## config.mk

```make
export PLATFORM = sky130hd
export DESIGN_NAME = bounded_deque_remove_by_value
export DESIGN_NICKNAME = d
export VERILOG_FILES = /design/src/rtl/bdq_pkg.sv /design/src/rtl/bdq_ctrl.sv /design/src/rtl/bdq_dpath.sv /design/src/rtl/bounded_deque_remove_by_value.sv
export SDC_FILE = /design/constraint.sdc
export NUM_CORES = 1
export LEC_CHECK = 0
export BUFFER_PORTS_ARGS = -buffer_cell sky130_fd_sc_hd__buf_4
export CAP_MARGIN = 20
export CORE_ASPECT_RATIO = 0.6
export CORE_MARGIN = 8
export CORE_UTILIZATION = 51
export DETAILED_ROUTE_END_ITERATION = 12
export PLACE_DENSITY_LB_ADDON = 0.05
export SYNTH_ARGS = -nofsm -noshare
export SYNTH_HDL_FRONTEND = slang
export SYNTH_SLANG_ARGS = --single-unit
```

## constraint.sdc

```tcl
create_clock -name clk -period 6.85 [get_ports clk]
set_input_delay 1.37 -clock clk [delete_from_list [all_inputs] [get_ports clk]]
set_output_delay 1.37 -clock clk [all_outputs]
set_load 0.01 [all_outputs]
```

## src/rtl/bdq_pkg.sv

```systemverilog
`timescale 1ns / 1ps
// shared constants, codes, state type and control structs for the bounded deque
// no dependencies; imported by every module of the block

package bdq_pkg;

    // storage geometry
    localparam int DEPTH  = 32;
    localparam int IDX_W  = $clog2(DEPTH);
    localparam int IDX_W1 = IDX_W + 1;
    localparam int CNT_W  = $clog2(DEPTH + 1);
    localparam int DATA_W = 32;
    localparam int MODE_W = 3;
    localparam int STAT_W = 2;
    localparam int REM_W  = 6;

    // operation codes
    localparam logic [MODE_W-1:0] MODE_PUSH_FRONT = 3'd0;
    localparam logic [MODE_W-1:0] MODE_PUSH_BACK  = 3'd1;
    localparam logic [MODE_W-1:0] MODE_READ_FWD   = 3'd2;
    localparam logic [MODE_W-1:0] MODE_READ_BWD   = 3'd3;
    localparam logic [MODE_W-1:0] MODE_REMOVE     = 3'd4;
    localparam logic [MODE_W-1:0] MODE_CLEAR      = 3'd5;

    // result status codes
    localparam logic [STAT_W-1:0] STAT_OK        = 2'd0;
    localparam logic [STAT_W-1:0] STAT_EMPTY     = 2'd1;
    localparam logic [STAT_W-1:0] STAT_FULL      = 2'd2;
    localparam logic [STAT_W-1:0] STAT_NOT_FOUND = 2'd3;

    // controller states
    typedef enum logic [2:0] {
        ST_IDLE,
        ST_DISPATCH,
        ST_READ,
        ST_REMOVE,
        ST_RESULT
    } bdq_state_t;

    // commands from controller to datapath
    typedef struct packed {
        logic accept;       // latch the incoming request
        logic dispatch;     // latch the single-result status
        logic push;         // write value at front or back
        logic clear;        // empty the store
        logic walk_start;   // start a walk at the first entry
        logic read_emit;    // send one read entry and advance
        logic rm_step;      // compact one entry and advance
        logic emit_single;  // send the single result
    } bdq_cmd_t;

    // status from datapath to controller
    typedef struct packed {
        logic [MODE_W-1:0] mode;
        logic              empty;
        logic              full;
        logic              walk_last;
        logic              out_free;
    } bdq_sts_t;

    // ring position a + b modulo DEPTH, both below DEPTH
    function automatic logic [IDX_W-1:0] slot_add(input logic [IDX_W-1:0] a,
                                                   input logic [IDX_W-1:0] b);
        logic [IDX_W:0] sum;
        sum = {1'b0, a} + {1'b0, b};
        if (sum >= IDX_W1'(DEPTH))
        begin
            sum = sum - IDX_W1'(DEPTH);
        end
        return sum[IDX_W-1:0];
    endfunction

endpackage

```

## src/rtl/bdq_ctrl.sv

```systemverilog
`timescale 1ns / 1ps
// controller state machine for the bounded deque
// depends on bdq_pkg; drives commands into bdq_dpath

module bdq_ctrl
    import bdq_pkg::*;
(
    input  logic     clk,
    input  logic     rst_n,
    input  logic     req_valid,
    output logic     req_stall,
    input  bdq_sts_t sts,
    output bdq_cmd_t cmd
);

    bdq_state_t state_reg;
    bdq_state_t state_next;

    // state register
    always_ff @(posedge clk or negedge rst_n)
    begin
        if (!rst_n)
        begin
            state_reg <= ST_IDLE;
        end
        else
        begin
            state_reg <= state_next;
        end
    end

    // next state
    always_comb
    begin
        state_next = state_reg;
        case (state_reg)
            ST_IDLE:
            begin
                if (req_valid)
                begin
                    state_next = ST_DISPATCH;
                end
            end
            ST_DISPATCH:
            begin
                case (sts.mode)
                    MODE_PUSH_FRONT, MODE_PUSH_BACK, MODE_CLEAR:
                    begin
                        state_next = ST_RESULT;
                    end
                    MODE_READ_FWD, MODE_READ_BWD:
                    begin
                        state_next = sts.empty ? ST_RESULT : ST_READ;
                    end
                    MODE_REMOVE:
                    begin
                        state_next = sts.empty ? ST_RESULT : ST_REMOVE;
                    end
                    default:
                    begin
                        state_next = ST_IDLE;
                    end
                endcase
            end
            ST_READ:
            begin
                if (sts.out_free && sts.walk_last)
                begin
                    state_next = ST_IDLE;
                end
            end
            ST_REMOVE:
            begin
                if (sts.walk_last)
                begin
                    state_next = ST_RESULT;
                end
            end
            ST_RESULT:
            begin
                if (sts.out_free)
                begin
                    state_next = ST_IDLE;
                end
            end
            default:
            begin
                state_next = ST_IDLE;
            end
        endcase
    end

    // command outputs
    always_comb
    begin
        cmd       = '0;
        req_stall = 1'b1;
        case (state_reg)
            ST_IDLE:
            begin
                req_stall  = 1'b0;
                cmd.accept = req_valid;
            end
            ST_DISPATCH:
            begin
                cmd.dispatch = 1'b1;
                case (sts.mode)
                    MODE_PUSH_FRONT, MODE_PUSH_BACK:
                    begin
                        cmd.push = !sts.full;
                    end
                    MODE_READ_FWD, MODE_READ_BWD, MODE_REMOVE:
                    begin
                        cmd.walk_start = !sts.empty;
                    end
                    MODE_CLEAR:
                    begin
                        cmd.clear = 1'b1;
                    end
                    default:
                    begin
                        cmd.dispatch = 1'b0;
                    end
                endcase
            end
            ST_READ:
            begin
                cmd.read_emit = sts.out_free;
            end
            ST_REMOVE:
            begin
                cmd.rm_step = 1'b1;
            end
            ST_RESULT:
            begin
                cmd.emit_single = sts.out_free;
            end
            default:
            begin
                cmd = '0;
            end
        endcase
    end

endmodule

```

## src/rtl/bdq_dpath.sv

```systemverilog
`timescale 1ns / 1ps
// datapath for the bounded deque: entry memory, ring pointers, walk counters, result register
// depends on bdq_pkg; commanded by bdq_ctrl

module bdq_dpath
    import bdq_pkg::*;
(
    input  logic                     clk,
    input  logic                     rst_n,
    input  bdq_cmd_t                 cmd,
    output bdq_sts_t                 sts,
    input  logic [MODE_W-1:0]        mode,
    input  logic signed [DATA_W-1:0] value,
    output logic                     rsp_valid,
    input  logic                     rsp_stall,
    output logic signed [DATA_W-1:0] data,
    output logic [STAT_W-1:0]        status,
    output logic [REM_W-1:0]         removed_count,
    output logic                     last
);

    // entry memory
    logic [DATA_W-1:0] mem [DEPTH];
    logic [DATA_W-1:0] rd_data_reg;
    logic              wr_en;
    logic [IDX_W-1:0]  wr_addr;
    logic [DATA_W-1:0] wr_data;
    logic              rd_en;
    logic [IDX_W-1:0]  rd_addr;

    // control state
    logic [IDX_W-1:0]  front_reg, front_next;
    logic [CNT_W-1:0]  count_reg, count_next;
    logic              out_valid_reg, out_valid_next;

    // request and walk payload
    logic [MODE_W-1:0] mode_reg;
    logic [DATA_W-1:0] value_reg;
    logic [IDX_W-1:0]  k_reg, k_next;
    logic [CNT_W-1:0]  kept_reg, kept_next;
    logic [STAT_W-1:0] res_status_reg, res_status_next;
    logic [REM_W-1:0]  res_removed_reg, res_removed_next;

    // result register
    logic [DATA_W-1:0] out_data_reg, out_data_next;
    logic [STAT_W-1:0] out_status_reg, out_status_next;
    logic [REM_W-1:0]  out_removed_reg, out_removed_next;
    logic              out_last_reg, out_last_next;

    // helpers
    logic              empty;
    logic              full;
    logic              walk_last;
    logic              out_free;
    logic              backward;
    logic [IDX_W-1:0]  k_sel;
    logic [CNT_W-1:0]  pos_wide;
    logic [IDX_W-1:0]  front_dec;
    logic              keep;
    logic [CNT_W-1:0]  kept_inc;
    logic [CNT_W-1:0]  removed_full;

    assign empty     = (count_reg == '0);
    assign full      = (count_reg == CNT_W'(DEPTH));
    assign walk_last = ((CNT_W'(k_reg) + CNT_W'(1)) == count_reg);
    assign out_free  = !out_valid_reg || !rsp_stall;
    assign backward  = (mode_reg == MODE_READ_BWD);
    assign front_dec = (front_reg == '0) ? IDX_W'(DEPTH - 1) : (front_reg - IDX_W'(1));
    assign keep      = (rd_data_reg != value_reg);
    assign kept_inc  = kept_reg + CNT_W'(keep);
    assign removed_full = count_reg - kept_inc;

    assign sts.mode      = mode_reg;
    assign sts.empty     = empty;
    assign sts.full      = full;
    assign sts.walk_last = walk_last;
    assign sts.out_free  = out_free;

    // read address for the entry the walk visits next
    always_comb
    begin
        k_sel    = cmd.walk_start ? '0 : (k_reg + IDX_W'(1));
        pos_wide = backward ? (count_reg - CNT_W'(1) - CNT_W'(k_sel)) : CNT_W'(k_sel);
        rd_addr  = slot_add(front_reg, pos_wide[IDX_W-1:0]);
        rd_en    = cmd.walk_start
                || ((cmd.read_emit || cmd.rm_step) && !walk_last);
    end

    // memory write port: push or compaction
    always_comb
    begin
        wr_en   = 1'b0;
        wr_addr = slot_add(front_reg, count_reg[IDX_W-1:0]);
        wr_data = value_reg;
        if (cmd.push)
        begin
            wr_en = 1'b1;
            if (mode_reg == MODE_PUSH_FRONT)
            begin
                wr_addr = front_dec;
            end
        end
        else if (cmd.rm_step && keep)
        begin
            wr_en   = 1'b1;
            wr_addr = slot_add(front_reg, kept_reg[IDX_W-1:0]);
            wr_data = rd_data_reg;
        end
    end

    // ring pointers, walk counters and pending result
    always_comb
    begin
        front_next       = front_reg;
        count_next       = count_reg;
        k_next           = k_reg;
        kept_next        = kept_reg;
        res_status_next  = res_status_reg;
        res_removed_next = res_removed_reg;

        if (cmd.dispatch)
        begin
            res_removed_next = '0;
            if (mode_reg == MODE_PUSH_FRONT || mode_reg == MODE_PUSH_BACK)
            begin
                res_status_next = full ? STAT_FULL : STAT_OK;
            end
            else
            begin
                res_status_next = empty ? STAT_EMPTY : STAT_OK;
            end
        end

        if (cmd.push)
        begin
            count_next = count_reg + CNT_W'(1);
            if (mode_reg == MODE_PUSH_FRONT)
            begin
                front_next = front_dec;
            end
        end

        if (cmd.clear)
        begin
            count_next = '0;
            front_next = '0;
        end

        if (cmd.walk_start)
        begin
            k_next    = '0;
            kept_next = '0;
        end

        if (cmd.read_emit && !walk_last)
        begin
            k_next = k_reg + IDX_W'(1);
        end

        if (cmd.rm_step)
        begin
            kept_next = kept_inc;
            if (walk_last)
            begin
                count_next       = kept_inc;
                res_removed_next = REM_W'(removed_full);
                res_status_next  = (removed_full == '0) ? STAT_NOT_FOUND : STAT_OK;
            end
            else
            begin
                k_next = k_reg + IDX_W'(1);
            end
        end
    end

    // result register load and drain
    always_comb
    begin
        out_valid_next   = out_valid_reg && rsp_stall;
        out_data_next    = out_data_reg;
        out_status_next  = out_status_reg;
        out_removed_next = out_removed_reg;
        out_last_next    = out_last_reg;
        if (cmd.read_emit)
        begin
            out_valid_next   = 1'b1;
            out_data_next    = rd_data_reg;
            out_status_next  = STAT_OK;
            out_removed_next = '0;
            out_last_next    = walk_last;
        end
        else if (cmd.emit_single)
        begin
            out_valid_next   = 1'b1;
            out_data_next    = '0;
            out_status_next  = res_status_reg;
            out_removed_next = res_removed_reg;
            out_last_next    = 1'b1;
        end
    end

    // memory ports
    always_ff @(posedge clk)
    begin
        if (wr_en)
        begin
            mem[wr_addr] <= wr_data;
        end
    end

    always_ff @(posedge clk)
    begin
        if (rd_en)
        begin
            rd_data_reg <= mem[rd_addr];
        end
    end

    // control registers
    always_ff @(posedge clk or negedge rst_n)
    begin
        if (!rst_n)
        begin
            front_reg     <= '0;
            count_reg     <= '0;
            out_valid_reg <= 1'b0;
        end
        else
        begin
            front_reg     <= front_next;
            count_reg     <= count_next;
            out_valid_reg <= out_valid_next;
        end
    end

    // payload registers
    always_ff @(posedge clk)
    begin
        if (cmd.accept)
        begin
            mode_reg  <= mode;
            value_reg <= value;
        end
        k_reg           <= k_next;
        kept_reg        <= kept_next;
        res_status_reg  <= res_status_next;
        res_removed_reg <= res_removed_next;
        out_data_reg    <= out_data_next;
        out_status_reg  <= out_status_next;
        out_removed_reg <= out_removed_next;
        out_last_reg    <= out_last_next;
    end

    assign rsp_valid     = out_valid_reg;
    assign data          = out_data_reg;
    assign status        = out_status_reg;
    assign removed_count = out_removed_reg;
    assign last          = out_last_reg;

    // checks
    a_count_bound: assert property (@(posedge clk) disable iff (!rst_n)
        count_reg <= CNT_W'(DEPTH))
        else $error("entry count above depth");

    a_front_bound: assert property (@(posedge clk) disable iff (!rst_n)
        {1'b0, front_reg} < IDX_W1'(DEPTH))
        else $error("front index outside ring");

    a_clear_empties: assert property (@(posedge clk) disable iff (!rst_n)
        cmd.clear |=> (count_reg == '0 && front_reg == '0))
        else $error("clear did not empty the store");

    a_port_conflict: assert property (@(posedge clk) disable iff (!rst_n)
        (wr_en && rd_en) |-> (wr_addr != rd_addr))
        else $error("compaction write hits the entry being read");

    a_emit_room: assert property (@(posedge clk) disable iff (!rst_n)
        (cmd.read_emit || cmd.emit_single) |-> out_free)
        else $error("result loaded over an untaken result");

endmodule

```

## src/rtl/bounded_deque_remove_by_value.sv

```systemverilog
`timescale 1ns / 1ps
// Bounded deque of up to DEPTH signed 32-bit entries in a ring buffer, with push front/back,
// read forward/backward, remove-by-value and clear. One request is worked at a time: a
// request is taken in one cycle and decoded in the next. A push or clear then delivers its
// single result from the result state. A read walks the entry memory through its registered
// read port, one entry per cycle while the result register is free. A remove compacts the
// survivors in place, reading one entry and writing one per cycle. Downstream stall holds a
// read walk and the result state until the result register is free. The result register
// lets the next request be taken while the last result still waits. Entries are not cleared
// at reset; only the front pointer, the count, the result valid flag and the state are.

module bounded_deque_remove_by_value
    import bdq_pkg::*;
(
    input  logic                     clk,
    input  logic                     rst_n,
    input  logic                     req_valid,
    output logic                     req_stall,
    input  logic [MODE_W-1:0]        mode,
    input  logic signed [DATA_W-1:0] value,
    output logic                     rsp_valid,
    input  logic                     rsp_stall,
    output logic signed [DATA_W-1:0] data,
    output logic [STAT_W-1:0]        status,
    output logic [REM_W-1:0]         removed_count,
    output logic                     last
);

    bdq_cmd_t cmd;
    bdq_sts_t sts;

    // sequencing of each request
    bdq_ctrl u_ctrl (
        .clk       (clk),
        .rst_n     (rst_n),
        .req_valid (req_valid),
        .req_stall (req_stall),
        .sts       (sts),
        .cmd       (cmd)
    );

    // storage, pointers and result register
    bdq_dpath u_dpath (
        .clk           (clk),
        .rst_n         (rst_n),
        .cmd           (cmd),
        .sts           (sts),
        .mode          (mode),
        .value         (value),
        .rsp_valid     (rsp_valid),
        .rsp_stall     (rsp_stall),
        .data          (data),
        .status        (status),
        .removed_count (removed_count),
        .last          (last)
    );

endmodule
```

Yosys cells after proc, flatten, opt, wreduce, memory -nomap -nowiden --
Memory sizes are Yosys's and may differ from the RTL's. A register that Yosys moved wholly into a read port is not among the register bits. Index checks and enable logic that the tools add are counted.
Cells by class: $add $sub $neg 14, magnitude comparators 3, eq/ne operators 16, muxes and demuxes 62, reduce and logical (&&, ||, !) cells 30
Operators by type and width (number):
- $mux W32 | 4
- $mux W5 | 16
- $mux W6 | 9
- $ne A32 B32 Y1 | 1
- $sub A5 B1 Y5 const B | 5
- $add A5 B5 Y6 | 3
- $ge A6 B6 Y1 const B | 3
- $mux W1 | 18
- $mux W3 | 6
- $pmux W3 S5 | 1
- $eq A3 B2 Y1 const B | 4
- $logic_not A6 Y1 | 2
- $mux W2 | 6
- $eq A3 B3 Y1 const B | 3
- $pmux W3 S3 | 1
- $reduce_bool A2 Y1 | 4
- $add A5 B1 Y6 const B | 1
- $add A6 B1 Y6 | 1
- $add A6 B1 Y6 const B | 1
- $eq A3 B1 Y1 const B | 2
- $eq A6 B6 Y1 | 1
- $eq A6 B6 Y1 const B | 1
- $logic_not A3 Y1 | 2
- $ne A2 B1 Y1 const B | 3
- other kinds (14) | 27
Storage, ports and cells: bits in registers 110, bits in writable memories 1024, logic and storage cells 140, memories kept 1
Memories:
- u_dpath.mem | words 32, bits a word 32, rd ports 1, clocked after memory_dff 1, wr ports 1, line bdq_dpath.sv:23 | logic [DATA_W-1:0] mem [DEPTH];

Logic depth before layout (Yosys ltp) --
depth in word-level cells 10, gate-level depth with buffers 22, mapped depth without buffers 19

By module --
A second synthesis with hierarchy kept.
Second synthesis, totals: cells, all modules 2460, area, all modules 48056.1 um2
By module, submodules not included:
- bdq_dpath | times used 1, cells an instance 2419, area each 47742.0 um2, sequential area each 34653.2 um2
- bdq_ctrl | times used 1, cells an instance 41, area each 314.1 um2, sequential area each 75.1 um2

Least setup slack after synthesis --
OpenSTA, ideal clock, no wires.
kind reg-to-reg, start point register u_dpath.count_reg[1], end point memory u_dpath.mem[13][0], enable pin, setup time 461 ps, arrival time 4520 ps, required time 6389 ps, path slack 1869 ps, stages on the path, launching flop included 10, buffers on the path 2, cells stage by stage dfrtp_1 inv_1 ha_1 or3b_4 o211a_1 buf_2 and3_1 or3b_1 buf_2 nor3_1
Between the ends: cells in the longest elaborated chain, start to end 7
RTL lines:
- from (decl) | line bdq_dpath.sv:33 | logic [CNT_W-1:0] count_reg, count_next;
- from (signal assigned) | line bdq_dpath.sv:231 | count_reg <= count_next;
- parallel branches: the longest is 7 deep, another holds $add A5 B5 Y6
- to (decl) | line bdq_dpath.sv:23
Parallel ways; which one is timed is not known.

Worst setup path in the final report --
start point register u_dpath.count_reg[1], end point register u_dpath.rd_data_reg[31] (read register of u_dpath.mem) (data pin)
Between the ends: cells in the longest elaborated chain, start to end 10
RTL lines:
- $logic_not A6 Y1 | line bdq_dpath.sv:63 | assign empty = (count_reg == '0);
- $logic_not A1 Y1 | line bdq_ctrl.sv:114 | cmd.walk_start = !sts.empty;
- $mux W1 | line bdq_ctrl.sv:107 | case (sts.mode)
- $mux W4 | line bdq_ctrl.sv:98 | case (state_reg)
- $mux W5 | line bdq_dpath.sv:82 | k_sel = cmd.walk_start ? '0 : (k_reg + IDX_W'(1));
- $sub A5 B5 Y5 | line bdq_dpath.sv:83 | pos_wide = backward ? (count_reg - CNT_W'(1) - CNT_W'(k_sel)) : CNT_W'(k_sel);
- $mux W5 | line bdq_dpath.sv:83
- $add A5 B5 Y6 | line bdq_pkg.sv:65 | sum = {1'b0, a} + {1'b0, b};
- $sub A5 B1 Y5 or $ge A6 B6 Y1 (tied branches) | line bdq_pkg.sv:68, bdq_pkg.sv:66
- $mux W5 | line bdq_pkg.sv:66 | if (sum >= IDX_W1'(DEPTH))
- to (decl) | line bdq_dpath.sv:24 | logic [DATA_W-1:0] rd_data_reg;
Several ways; a longest one is shown, not always the timed one. A chain may end at the register's enable or synchronous reset.

==> qor.csv <==
metric,value,unit
status,finished clean,
period_needed,5.77,ns
top_register,u_dpath.mem,
cp-startpoint,u_dpath.count_reg[1],
drtAntennaViolNets,0,
fin_area,52600,um^2
grt_max_degree,66,
die_h,250,um
hpwlAfterDp,70500,um
finalSetupViolCount,0,
tightestPinTransition,1.12,ns
wl_per_cell,33.1,um
reg2reg_from,u_dpath.count_reg[1],
post-route-period-util,84.3,%
ff2ff_path_depth,19,
drc,0,
synth.area.top_cells,"edfxtp_1, mux4_2, mux2i_1",
grt-ovfl-total,0,
antenna_found_initial,1,
wirelength,121000,um
yosys_warnings,0,
die_area,101000,um^2
path_class,reg2reg,
grt_pass1_vias,22800,
ctsLongestPathBuffers,3,
synth_edf_count,1130,
synth_area,46500,um^2
initialDrtViolationCount,2395,
largest_reg_flops,1024,
clock_skew,0.0199,ns
critPathArrivalTime,6.29,ns
start_util,51.6,%
cts_setup_buffers,0,
yosys.area.top_type,edfxtp_1,
clk_pin_slew,0.07,ns
core,90000,um^2
min_path_type,reg2reg,
finalHoldViolCount,0,
layout.nets,2426,
io_buffer_count,81,
rr_endpoint,u_dpath.rd_data_reg[31],
place.gp.congestion,0.787,
ys_seq_area_share,74.7,%
rsz0062_at_grt,no,
whs_path_depth,2,
cp.required,7.37,ns
cts_resized,0,
ys_ff_latch,1166,
r2r_slack,1.08,ns
relSlewSlack,24.9,%
h-tree-depth,3,
synthCells,2195,
synth.top_cell.area_share,73.0,%
whs_endpoint,u_dpath.res_removed_reg[4],
dp_slack,1.10,ns
pin_count,82,
multi_input_area,11400,um^2
firstDrtPassIters,7,
synthArstFlopShare,1.29,%
rows,85,
yosysUniqueCellTypes,72,
seqCellArea,34700,um^2
cts_tree,yes,
grt_pass1_wl,172000,um
cts.sinks,1166,
chipWidth,406,um
area_growth,13.2,%
synth_ff_type,edfxtp_1,
hold_path_startpoint,u_dpath.res_removed_reg[4],
place_inst,3466,
cts_hold_buf,0,
syn_nets,2266,
fill_cells,6553,
placed_area,49300,um^2
setup_slack,1.08,ns
fin_tns_setup,0,ns
drive_above_1_share,28.3,%
start_kind,register,
clock_latency,0.71,ns
critPathMaxFanout,24,
end_kind,register,
syn_avg_cell_area,21.2,um^2
cts_root_buffer,clkbuf_16,
timing.max_cap.violations,0,
slew_violations,0,
fin_cells,3661,
vias,23100,
avgViaCountPerCell,6.30,
grt.total_usage,23.8,%
timing.fmax,173,MHz
cts_buffers,104,
[cells in the final DEF, fill, tap and decap left out, types with 21 or more instances in the layout]
master     instances
clkinv_1          29
nor2_1            31
mux4_2           256
mux2i_1          141
nand2_1           34
and3_1            35
clkbuf_16        106
a22o_1            33
a221oi_2          31
buf_4            139
dfxtp_1           21
nand3_1           24
o21ai_0           23
mux2_2            33
ha_1              26
buf_12            27
xnor2_1           55
clkinv_2          22
edfxtp_1        1130
[synthesized netlist by cell type, types with 3 or more instances]
cell type  instances
o21ai_0           23
nor3_1            24
dfxtp_1           21
a21o_1            10
nand4_1           11
a21oi_1           15
a221oi_2          31
nand3_1           24
clkbuf_1          79
mux4_2           256
edfxtp_1        1130
or2_2              3
a21boi_0           3
or3_1              4
a211oi_1           3
nand2_1           35
buf_12             4
fa_1               5
dfrtp_1           15
nand4b_1           3
buf_4              3
nand2b_1           5
a22o_1            33
mux2_2            33
inv_1             12
nor2b_1            5
buf_6              6
xor2_1            13
ha_1              27
o21ai_1           16
mux2i_1          141
and3_1            35
clkbuf_4           3
buf_2             16
xnor2_1           55
nor2_1            44
nor3_2             4
[metrics by stage]
step	hold WS, ns	util, %
floorplan	0.437	-
global placement	0.458	54.8
detailed placement	0.461	54.8
CTS	0.474	58.4
global route	0.488	58.5
finish	0.475	58.5
[area by class of cell]
class	instances	share of cell area, %
tap	1218	2.90
multi-input combinational	903	21.6
clock buffer	122	5.16
timing repair buffer	167	3.06
inverter	13	0.0928
clock inverter	71	1.12
antenna	1	0.00476
sequential	1166	66.0
[metal layers]
metal  global-route usage (%)  vias to the layer above  wire length [um]
met5                        0                        -                19
met4                     5.05                        2              2270
met3                     4.86                      150              9540
met2                     34.7                      907             53700
met1                     37.2                    12500             55800
li1                         -                     9489                 -
[worst max path at each step]
stage	to	slack [ns]
final	u_dpath.rd_data_reg[31]	1.08
after global routing	u_dpath.rd_data_reg[31]	0.64
after CTS	u_dpath.rd_data_reg[31]	1.09
after detailed placement	u_dpath.rd_data_reg[31]	1.10
after global placement	u_dpath.rd_data_reg[31]	1.20
after floorplan	u_dpath.mem[13][0]	1.87
[critical path, stage by stage (launching register included)]
cell and delay, ns:
dfrtp_1 0.54, inv_1 0.19, ha_1 0.16, or3b_4 0.41, nor3_4 0.17, or3_1 0.31, nand2_1 0.12, ha_1 0.22
fa_1 0.48, nand2_1 0.08, o21ai_0 0.14, fa_4 0.50, a21o_1 0.19, a21oi_1 0.17, xor2_1 0.09, xnor3_4 0.71
buf_4 0.47, mux2i_1 0.15, a22o_1 0.24, a221oi_1 0.20
[cells by family after synthesis]
group / count (synthesis) / synth area share [%]
flip-flops: 1166 / 74.7
multiplexers: 430 / 16.2
AND/OR/NAND/NOR: 214 / 2.49
AO/OA/AOI/OAI: 157 / 2.88
buffers and inverters: 126 / 1.35
XOR/XNOR: 70 / 1.37
adder cells (fa/ha/maj): 32 / 0.942
Power is left out: the tool's default activity adds up to more than one toggle a clock period on the data nets, which glitch-free logic cannot reach.
